<file path="config.mk">
export PLATFORM = sky130hd
export DESIGN_NAME = stable_priority_queue_top
export DESIGN_NICKNAME = d
export VERILOG_FILES = /design/src/rtl/spq_pkg.sv /design/src/rtl/spq_cell.sv /design/src/rtl/stable_priority_queue_top.sv
export SDC_FILE = /design/constraint.sdc
export NUM_CORES = 2
export LEC_CHECK = 0
export ABC_AREA = 1
export ABC_CLOCK_PERIOD_IN_PS = 10500
export BUFFER_PORTS_ARGS = -buffer_cell sky130_fd_sc_hd__buf_2
export CORE_UTILIZATION = 50
export CTS_BUF_LIST = sky130_fd_sc_hd__clkbuf_8
export DETAILED_ROUTE_END_ITERATION = 7
export PLACE_DENSITY = 0.75
export SYNTH_ARGS = -nofsm -noshare
export SYNTH_HDL_FRONTEND = slang
export SYNTH_SLANG_ARGS = --single-unit
</file>
<file path="constraint.sdc">
create_clock -name clk -period 10.5 [get_ports clk]
set_input_delay 2.1 -clock clk [delete_from_list [all_inputs] [get_ports clk]]
set_output_delay 2.1 -clock clk [all_outputs]
set_load 0.1 [all_outputs]
</file>
<file path="src/rtl/spq_pkg.sv">
`default_nettype none

package spq_pkg;

  // Field widths of one record and of the stream words.
  localparam int unsigned PRIO_W   = 3;
  localparam int unsigned LEVEL_W  = 2;
  localparam int unsigned TICK_W   = 16;
  localparam int unsigned SERVER_W = 8;
  localparam int unsigned LENGTH_W = 5;
  localparam int unsigned IN_DATA_W  = 64;
  localparam int unsigned OUT_DATA_W = 72;

  // Bit positions inside the input tdata word.
  localparam int unsigned IN_PRIO_LSB    = 0;
  localparam int unsigned IN_ARRIVAL_LSB = 3;
  localparam int unsigned IN_SERVICE_LSB = 19;
  localparam int unsigned IN_START_LSB   = 35;
  localparam int unsigned IN_SERVER_LSB  = 51;
  localparam int unsigned IN_FLAG_BIT    = 59;

  // Bit positions inside the output tdata word.
  localparam int unsigned OUT_PAYLOAD_W = 60;
  localparam int unsigned OUT_LENGTH_LSB = 60;

  typedef enum logic {
    OP_INSERT = 1'b0,
    OP_REMOVE = 1'b1
  } spq_op_t;

  typedef enum logic [1:0] {
    ST_INSERTED = 2'd0,
    ST_FULL     = 2'd1,
    ST_REMOVED  = 2'd2,
    ST_EMPTY    = 2'd3
  } spq_status_t;

  typedef struct packed {
    logic [LEVEL_W-1:0]  level;
    logic [TICK_W-1:0]   arrival;
    logic [TICK_W-1:0]   service;
    logic [TICK_W-1:0]   start;
    logic [SERVER_W-1:0] server;
    logic                flag;
  } spq_rec_t;

  // Command broadcast to every cell of the chain.
  typedef struct packed {
    logic     ins;
    logic     rem;
    spq_rec_t rec;
  } spq_ctl_t;

  // Out-of-range priorities saturate into the four levels.
  function automatic logic [LEVEL_W-1:0] prio_to_level(input logic [PRIO_W-1:0] prio);
    logic [LEVEL_W-1:0] lvl;
    if (prio == PRIO_W'(0)) begin
      lvl = LEVEL_W'(0);
    end else if (prio >= PRIO_W'(4)) begin
      lvl = LEVEL_W'(3);
    end else begin
      lvl = LEVEL_W'(prio - PRIO_W'(1));
    end
    return lvl;
  endfunction

endpackage

`default_nettype wire

</file>
<file path="src/rtl/spq_cell.sv">
`default_nettype none

// One slot of the sorted chain. On insert, a slot that holds a record of
// equal or higher level keeps it; the first slot that does not takes the new
// record and every slot past it takes its left neighbor's record. On remove,
// every slot takes its right neighbor's record.
module spq_cell
  import spq_pkg::*;
(
  input  wire logic     clk,
  input  wire spq_ctl_t ctl,
  input  wire logic     occupied,
  input  wire logic     left_keep,
  input  wire spq_rec_t left_rec,
  input  wire spq_rec_t right_rec,
  output logic          keep,
  output spq_rec_t      rec
);

  assign keep = occupied && (rec.level >= ctl.rec.level);

  always_ff @(posedge clk) begin
    if (ctl.ins) begin
      if (!keep) begin
        rec <= left_keep ? ctl.rec : left_rec;
      end
    end else if (ctl.rem) begin
      rec <= right_rec;
    end
  end

endmodule

`default_nettype wire

</file>
<file path="src/rtl/stable_priority_queue_top.sv">
`default_nettype none

// Channel  | Direction | Payload
// s_       | in        | tuser = func; tdata = request record
// m_       | out       | tuser = status; tdata = removed record and queue length
//
// Every accepted transaction is finished by one parallel update of all cells
// of the chain, so a new transaction can follow in the next cycle while
// s_tready stays high. The result sits in an output register; s_tready is
// high whenever that register is empty or is being emptied in the same cycle,
// so a stall on the master side stalls the slave side after one held result.
// Reset clears the record count and the output valid flag; the cell contents
// are not cleared, since only occupied cells are ever read.
module stable_priority_queue_top
  import spq_pkg::*;
#(
  parameter int unsigned DEPTH = 16
) (
  input  wire logic                  clk,
  input  wire logic                  rst,
  input  wire logic                  s_tvalid,
  output logic                       s_tready,
  // priority_req[2:0], arrival_time[18:3], service_time[34:19],
  // start_time[50:35], server_index[58:51], flag_bit[59], zero fill
  input  wire logic [IN_DATA_W-1:0]  s_tdata,
  // func[0]
  input  wire logic                  s_tuser,
  output logic                       m_tvalid,
  input  wire logic                  m_tready,
  // out_priority[2:0], out_arrival_time[18:3], out_service_time[34:19],
  // out_start_time[50:35], out_server_index[58:51], out_flag_bit[59],
  // queue_length[64:60], zero fill
  output logic [OUT_DATA_W-1:0]      m_tdata,
  // status[1:0]
  output logic [1:0]                 m_tuser
);

  localparam int unsigned CW = $clog2(DEPTH + 1);
  localparam int unsigned LW = (CW > LENGTH_W) ? CW : LENGTH_W;

  logic [CW-1:0] count;
  logic [CW-1:0] count_next;
  logic          accept;
  logic          full;
  logic          empty;
  spq_ctl_t      ctl;
  spq_status_t   status_next;
  logic [LW-1:0] length_wide;
  logic [OUT_DATA_W-1:0] m_tdata_next;

  spq_rec_t      cell_rec  [DEPTH];
  logic          cell_keep [DEPTH];

  assign s_tready = !m_tvalid || m_tready;
  assign accept   = s_tvalid && s_tready;
  assign full     = (count == CW'(DEPTH));
  assign empty    = (count == CW'(0));

  // The incoming record, with its priority saturated to a two-bit level.
  always_comb begin
    ctl.rec.level   = prio_to_level(s_tdata[IN_PRIO_LSB +: PRIO_W]);
    ctl.rec.arrival = s_tdata[IN_ARRIVAL_LSB +: TICK_W];
    ctl.rec.service = s_tdata[IN_SERVICE_LSB +: TICK_W];
    ctl.rec.start   = s_tdata[IN_START_LSB +: TICK_W];
    ctl.rec.server  = s_tdata[IN_SERVER_LSB +: SERVER_W];
    ctl.rec.flag    = s_tdata[IN_FLAG_BIT];
    ctl.ins = accept && (s_tuser == OP_INSERT) && !full;
    ctl.rem = accept && (s_tuser == OP_REMOVE) && !empty;
  end

  // Cell zero sees an always-keeping neighbor on its left, so it takes the
  // new record whenever it does not keep its own. The last cell reloads its own
  // record on remove; that slot becomes unoccupied anyway.
  for (genvar i = 0; i < DEPTH; i++) begin : g_cell
    spq_cell u_cell (
      .clk       (clk),
      .ctl       (ctl),
      .occupied  (count > CW'(i)),
      .left_keep ((i == 0) ? 1'b1 : cell_keep[(i == 0) ? 0 : i - 1]),
      .left_rec  (cell_rec[(i == 0) ? 0 : i - 1]),
      .right_rec (cell_rec[(i == DEPTH - 1) ? i : i + 1]),
      .keep      (cell_keep[i]),
      .rec       (cell_rec[i])
    );
  end

  always_comb begin
    count_next = count;
    if (ctl.ins) begin
      count_next = count + CW'(1);
    end else if (ctl.rem) begin
      count_next = count - CW'(1);
    end
  end

  always_comb begin
    if (s_tuser == OP_INSERT) begin
      status_next = full ? ST_FULL : ST_INSERTED;
    end else begin
      status_next = empty ? ST_EMPTY : ST_REMOVED;
    end
  end

  // The reported length is the updated count wrapped to its five output bits.
  assign length_wide = LW'(count_next);

  // Result payload: the head record on a successful remove, zeros otherwise.
  always_comb begin
    m_tdata_next = '0;
    m_tdata_next[OUT_LENGTH_LSB +: LENGTH_W] = length_wide[LENGTH_W-1:0];
    if (ctl.rem) begin
      m_tdata_next[OUT_PAYLOAD_W-1:0] = {cell_rec[0].flag, cell_rec[0].server,
                                         cell_rec[0].start, cell_rec[0].service,
                                         cell_rec[0].arrival,
                                         PRIO_W'(cell_rec[0].level) + PRIO_W'(1)};
    end
  end

  always_ff @(posedge clk) begin
    if (rst) begin
      count    <= '0;
      m_tvalid <= 1'b0;
    end else begin
      count <= count_next;
      if (accept) begin
        m_tvalid <= 1'b1;
      end else if (m_tready) begin
        m_tvalid <= 1'b0;
      end
    end
  end

  always_ff @(posedge clk) begin
    if (accept) begin
      m_tuser <= status_next;
      m_tdata <= m_tdata_next;
    end
  end

endmodule

`default_nettype wire

</file>
-- Yosys cells after proc, flatten, opt, wreduce, memory -nomap -nowiden
Index checks and enable logic that the tools add are counted.
- word-level logic and storage cells: 270
- output and inout bits: 76
- flip-flop bits (word level): 1017
- bitwise gates (word level): 2
- reduce and logical (&&, ||, !) cells: 45
- eq/ne operators: 16
- mux-type cells: 69
- magnitude comparators: 33
- add/subtract/negate cells: 4
- operators with widths (kind ; number):
    $mux 59 ; 60
    $gt 5x4->1 const B ; 8
    $ge 2x2->1 ; 16
    $reduce_and 2->1 ; 16
    $ne 2x2->1 const B ; 15
    $logic_and 1x1->1 ; 21
    $gt 5x3->1 const B ; 4
    $gt 5x1->1 const B ; 2
    $gt 5x2->1 const B ; 2
    $mux 5 ; 2
    $mux 2 ; 3
    $add 5x1->5 const B ; 1
    $eq 5x5->1 const B ; 1
    $logic_not 5->1 ; 1
    $sub 5x1->5 const B ; 1
    $mux 1 ; 4
    $reduce_bool 2->1 ; 2
    $add 2x1->3 const B ; 1
    $ge 3x3->1 const B ; 1
    $logic_not 1->1 ; 3
    $logic_not 3->1 ; 1
    $not 1->1 ; 2
    $sub 2x1->2 const B ; 1
    $logic_or 1x1->1 ; 1

-- Depth between registers and ports, before layout
- word-level depth: 8
- gate-level depth with buffers: 14
- gate-level depth less buffers: 12

-- By module
From an unflattened synthesis, not the netlist that was laid out.
- cells, all modules: 5687
- area, all modules: 51798.4 sq um
- by module, submodules not included (module ; cells an instance ; sequential area each (sq um) ; instances ; area each (sq um)):
    spq_cell ; 335 ; 1771.7 ; 16 ; 3029.2
    stable_priority_queue_top ; 327 ; 2132.0 ; 1 ; 3331.9

-- Least setup slack after synthesis
Ideal clock, no wire load.
- path kind: input-to-reg
- start point: in s_tdata[0]
- end point: reg g_cell[14].u_cell.rec[0] (netlist bit), enable pin
- stages on the path: 10
- setup time: 557 ps
- buffers on the path: 1
- arrival time: 8321 ps
- setup slack: 1622 ps
- path through: inv_1 > ha_1 > o21ai_1 > ha_1 > o21ai_0 > nand2_1 > nand2_1 > buf_2 > inv_1 > o21ai_0
- longest elaborated chain between the ends: 7
- ends and longest elaborated chain (what ; line ; RTL):
    from (decl) ; stable_priority_queue_top.sv:25 ; input wire logic [IN_DATA_W-1:0] s_tdata,
    $ge 3x3->1 or $sub 2x1->2 (tied branches) ; spq_pkg.sv:59, spq_pkg.sv:62 ;
    $mux 2 ; spq_pkg.sv:59 ; end else if (prio >= PRIO_W'(4)) begin
    $mux 2 (*) ; spq_pkg.sv:57 ; if (prio == PRIO_W'(0)) begin
    $ge 2x2->1 (*) ; spq_cell.sv:20 ; assign keep = occupied && (rec.level >= ctl.rec.level);
    $logic_and 1x1->1 (*) ; spq_cell.sv:20 ;
    $ne 2x2->1 (no line) (*) ; -- ;
    $reduce_and 2->1 (no line) (*) ; -- ;
    to (signal assigned) ; spq_cell.sv:25 ; rec <= left_keep ? ctl.rec : left_rec;
    to (signal assigned) ; spq_cell.sv:28 ; rec <= right_rec;
    to (decl) ; spq_cell.sv:17 ; output spq_rec_t rec
Every way passes the cells marked *; elsewhere a longest branch is shown, timed or not.
A chain may end at the register's enable or synchronous reset.

-- Worst setup path in the final report
- start point: in s_tdata[0]
- end point: reg g_cell[0].u_cell.rec[12] (netlist bit), enable pin
- longest elaborated chain between the ends: 7
- ends and longest elaborated chain (what ; line):
    $ge 3x3->1 or $sub 2x1->2 (tied branches) ; spq_pkg.sv:59, spq_pkg.sv:62
    $mux 2 ; spq_pkg.sv:59
    $mux 2 (*) ; spq_pkg.sv:57
    $ge 2x2->1 (*) ; spq_cell.sv:20
    $logic_and 1x1->1 (*) ; spq_cell.sv:20
    $ne 2x2->1 (no line) (*) ; --
    $reduce_and 2->1 (no line) (*) ; --
    to (signal assigned) ; spq_cell.sv:25
    to (signal assigned) ; spq_cell.sv:28
    to (decl) ; spq_cell.sv:17
Marked as above.

==> flow_metrics.py <==
metrics = {
    "sta": {
        "fmax_mhz": 160.3,
        "relSlewSlack": 0.1331,
        "hold_viol": 0,
        "tns_ns": 0,
        "rsz0062_at_grt": "false",
        "finClkSkew_ns": 0.06844,
        "setup_viol": 0,
        "fin_crit_sh": 0.5941,
        "holdWs_ns": 0.4923,
        "min_period_ns": 6.238,
        "final_max_slew_viol_count": 0,
        "worst_pin_slew_ns": 1.300,
    },
    "critical_path": {
        "worstSetupStartpointType": "input pin",
        "required_ns": 10.98,
        "critPathKind": "input pin to register",
        "crit_fanout": 58,
        "cpPeakStageDelay_ns": 0.86,
        "r2r-end": "g_cell[4].u_cell.rec[11]$_DFFE_PP_",
        "rr_worst_depth": 8,
        "cpMaxStageDelayCell": "buf_4",
        "crit_buf_inv": 5,
        "cp_top_family": "buffers and inverters",
        "crit_chain": "buf_2 > inv_1 > ha_1 > o21ai_0 > inv_1 > ha_1 > o21ai_0 > nand2_1 > nand2_1 > nand2_2 > buf_4 > nand2_4 > buf_4",
        "crit_path_end_kind": "register",
        "r2r_slack_ns": 5.76,
        "cp.arrival_ns": 6.72,
        "r2r_start": "count[1]$_SDFF_PP0_",
    },
    "place": {
        "place_congestion": 0.8431,
        "portBuffers": 133,
        "hpwl_um": 77600,
    },
    "cts": {
        "htreeDepth": 4,
        "clockBufferDepth": 3,
        "cts_resized": 0,
        "cts.reportedPaths.clkPinSlew_ns": 0.06,
        "cts_tree": "built",
        "clkLatencyLatePin_ns": 0.88,
        "hold_buffers": 0,
        "numCtsBuffers": 168,
        "cts_root_buf": "clkbuf_8",
        "cts_setup_buffers": 0,
        "cts.sinks": 1017,
    },
    "drt": {
        "via_per_inst": 5.641,
        "drc": 0,
        "wl_per_cell_um": 20.46,
        "ant_nets": 0,
        "dr_total_vias": 40527,
        "dr.pass1.iters": 6,
        "wirelength_um": 147000,
        "drt_iter0_markers": 5309,
    },
    "outcome": {
        "status": "completed",
    },
    "die": {
        "start_util": 0.5072,
        "dieHeight_um": 318.9,
        "die_area_mm2": 0.1017,
        "core_mm2": 0.09899,
        "rows": 115,
        "ioPinCount": 145,
        "die_w_um": 318.9,
    },
    "min_path": {
        "whs_path_depth": 2,
        "whs_endpoint": "g_cell[14].u_cell.rec[10]$_DFFE_PP_",
        "hold_start": "g_cell[15].u_cell.rec[10]$_DFFE_PP_",
        "hold_class": "register to register",
    },
    "finish": {
        "multiInputGateArea_mm2": 0.01737,
        "drive_gt1_frac": 0.08158,
        "regArea_mm2": 0.03048,
        "layout_common_cells": "nand2_1, edfxtp_1, o21ai_0",
        "nets": 5878,
        "areaGrowthSynthToFinish_pct": 8.533,
        "n_fill_cell": 8671,
        "final_common_cell": "nand2_1",
    },
    "power_and_ir_drop": {
        "p_leak_nw": 26.99,
        "power_density_mw_per_mm2": 204.7,
        "peakVddDrop_mv": 0.1177,
    },
    "synth": {
        "ys_types": 28,
        "avgSynthCellArea_um2": 8.670,
        "syn-instance-count": 5791,
        "syn_area_mm2": 0.05021,
        "seq_area_frac_synth": 0.6071,
        "ys_warn_count": 0,
        "synth-seq-cells": 1017,
    },
    "global_routing": {
        "antenna_found_initial": 5,
        "overflow": 0,
        "grt_pass1_wl_um": 225300,
        "grt_pass1_vias": 38875,
        "grt_max_degree": 239,
        "track_usage": 0.2880,
    },
    "flow_run": {
        "drv_cap": 0,
    },
}
-- layout make-up --
class	instances	area share
clock buffer	172	0.04344
antenna	2	0.00009184
tap	1287	0.02955
clock inverter	124	0.01137
inverter	249	0.01754
sequential	1017	0.5593
timing repair buffer	184	0.01993
multi-input combinational	4150	0.3187
-- kinds of logic (layout without fill, tap and decap cells) --
| kind of cell | count (synthesis) | in the layout | synth area share |
|---|---|---|---|
| AOI/OAI and AO/OA | 807 | 807 | 0.08059 |
| xor gates and xnor gates | 2 | 2 | 0.0003489 |
| adders and majority gates | 39 | 39 | 0.009719 |
| buffers and inverters | 630 | 729 | 0.05203 |
| DFF | 1017 | 1017 | 0.6071 |
| other | 1 | 9 | 0.00007469 |
| and+or+nand+nor | 3295 | 3295 | 0.2502 |
-- cells in the mapped netlist --
master    number  area share
nand2_1     3131        0.23
edfxtp_1    1011        0.60
o21ai_0      547       0.055
o21ai_1      248       0.025
inv_1        239       0.018
clkbuf_1     174       0.013
buf_2        151       0.015
nor2_1        80      0.0060
or2_2         47      0.0059
buf_1         40      0.0030
ha_1          39      0.0097
nand3_1       19      0.0019
buf_4         13      0.0019
inv_2         10     0.00075
or2_1         10      0.0012
a21oi_1        6     0.00060
dfxtp_1        6      0.0024
o22ai_1        5     0.00062
nand2_2        3     0.00037
clkbuf_2       2     0.00020
nand3b_1       2     0.00030
xor2_1         2     0.00035
a31oi_1        1     0.00012
buf_6          1     0.00022
conb_1         1    0.000075
nand3_2        1     0.00020
nand4_1        1     0.00012
nor2_2         1     0.00012
-- routing by layer --
metal  wire length (µm)  GRT usage
met4               6806     0.1371
met3              17630    0.06242
met2              65500     0.4424
met1              57080     0.3894
met5                 22          0
-- worst reg2reg max path, cell delays in order (launching register included) --
cell and delay (ns):
dfxtp_1 0.51, inv_1 0.15, ha_1 0.26, nand3_1 0.19, nand2_4 0.35, inv_8 0.76, nand2_2 0.74, nand2_4 0.70
buf_4 0.70
-- worst max-delay path by stage --
stage	slack [ns]	end	from	depth (start not counted)
2_1_floorplan	1.62	g_cell[14].u_cell.rec[0]$_DFFE_PP_	s_tdata[0]	10
3_3_place_gp	3.66	g_cell[0].u_cell.rec[9]$_DFFE_PP_	s_tdata[1]	13
3_5_place_dp	3.60	g_cell[0].u_cell.rec[9]$_DFFE_PP_	s_tdata[0]	13
4_1_cts	4.47	g_cell[14].u_cell.rec[12]$_DFFE_PP_	s_tdata[0]	12
5_1_grt	4.24	g_cell[0].u_cell.rec[13]$_DFFE_PP_	s_tdata[0]	13
6_report	4.26	g_cell[0].u_cell.rec[12]$_DFFE_PP_	s_tdata[0]	13
-- registers in the layout, indices dropped and copies added (netlist names) --
| signal | cells |
|---|---|
| count | 5 |
| g_cell.u_cell.rec | 944 |
| m_tdata | 65 |
| m_tuser | 2 |
| m_tvalid | 1 |
-- through the flow --
stage                     worst slack [ns]  power, mW  std cells    util  instance area [µm²]
after floorplan                      1.622      7.136       5797       -                50230
after global placement               3.657      7.828       6887  0.5202                51500
after detailed placement             3.600      7.901       6887  0.5202                51500
after CTS                            4.469      11.13       7183  0.5504                54490
after global routing                 4.243      11.63       7184  0.5504                54490
final                                4.262      11.15       7185  0.5505                54490
-- power by group --
| part | switching, mW | total [mW] | internal (mW) |
|---|---|---|---|
| Clock | 1.71 | 3.27 | 1.56 |
| Combinational | 1.74 | 2.31 | 0.566 |
| Sequential | 0.270 | 5.58 | 5.31 |
| Total | 3.72 | 11.2 | 7.43 |
Power figures use the tool's default switching activity.
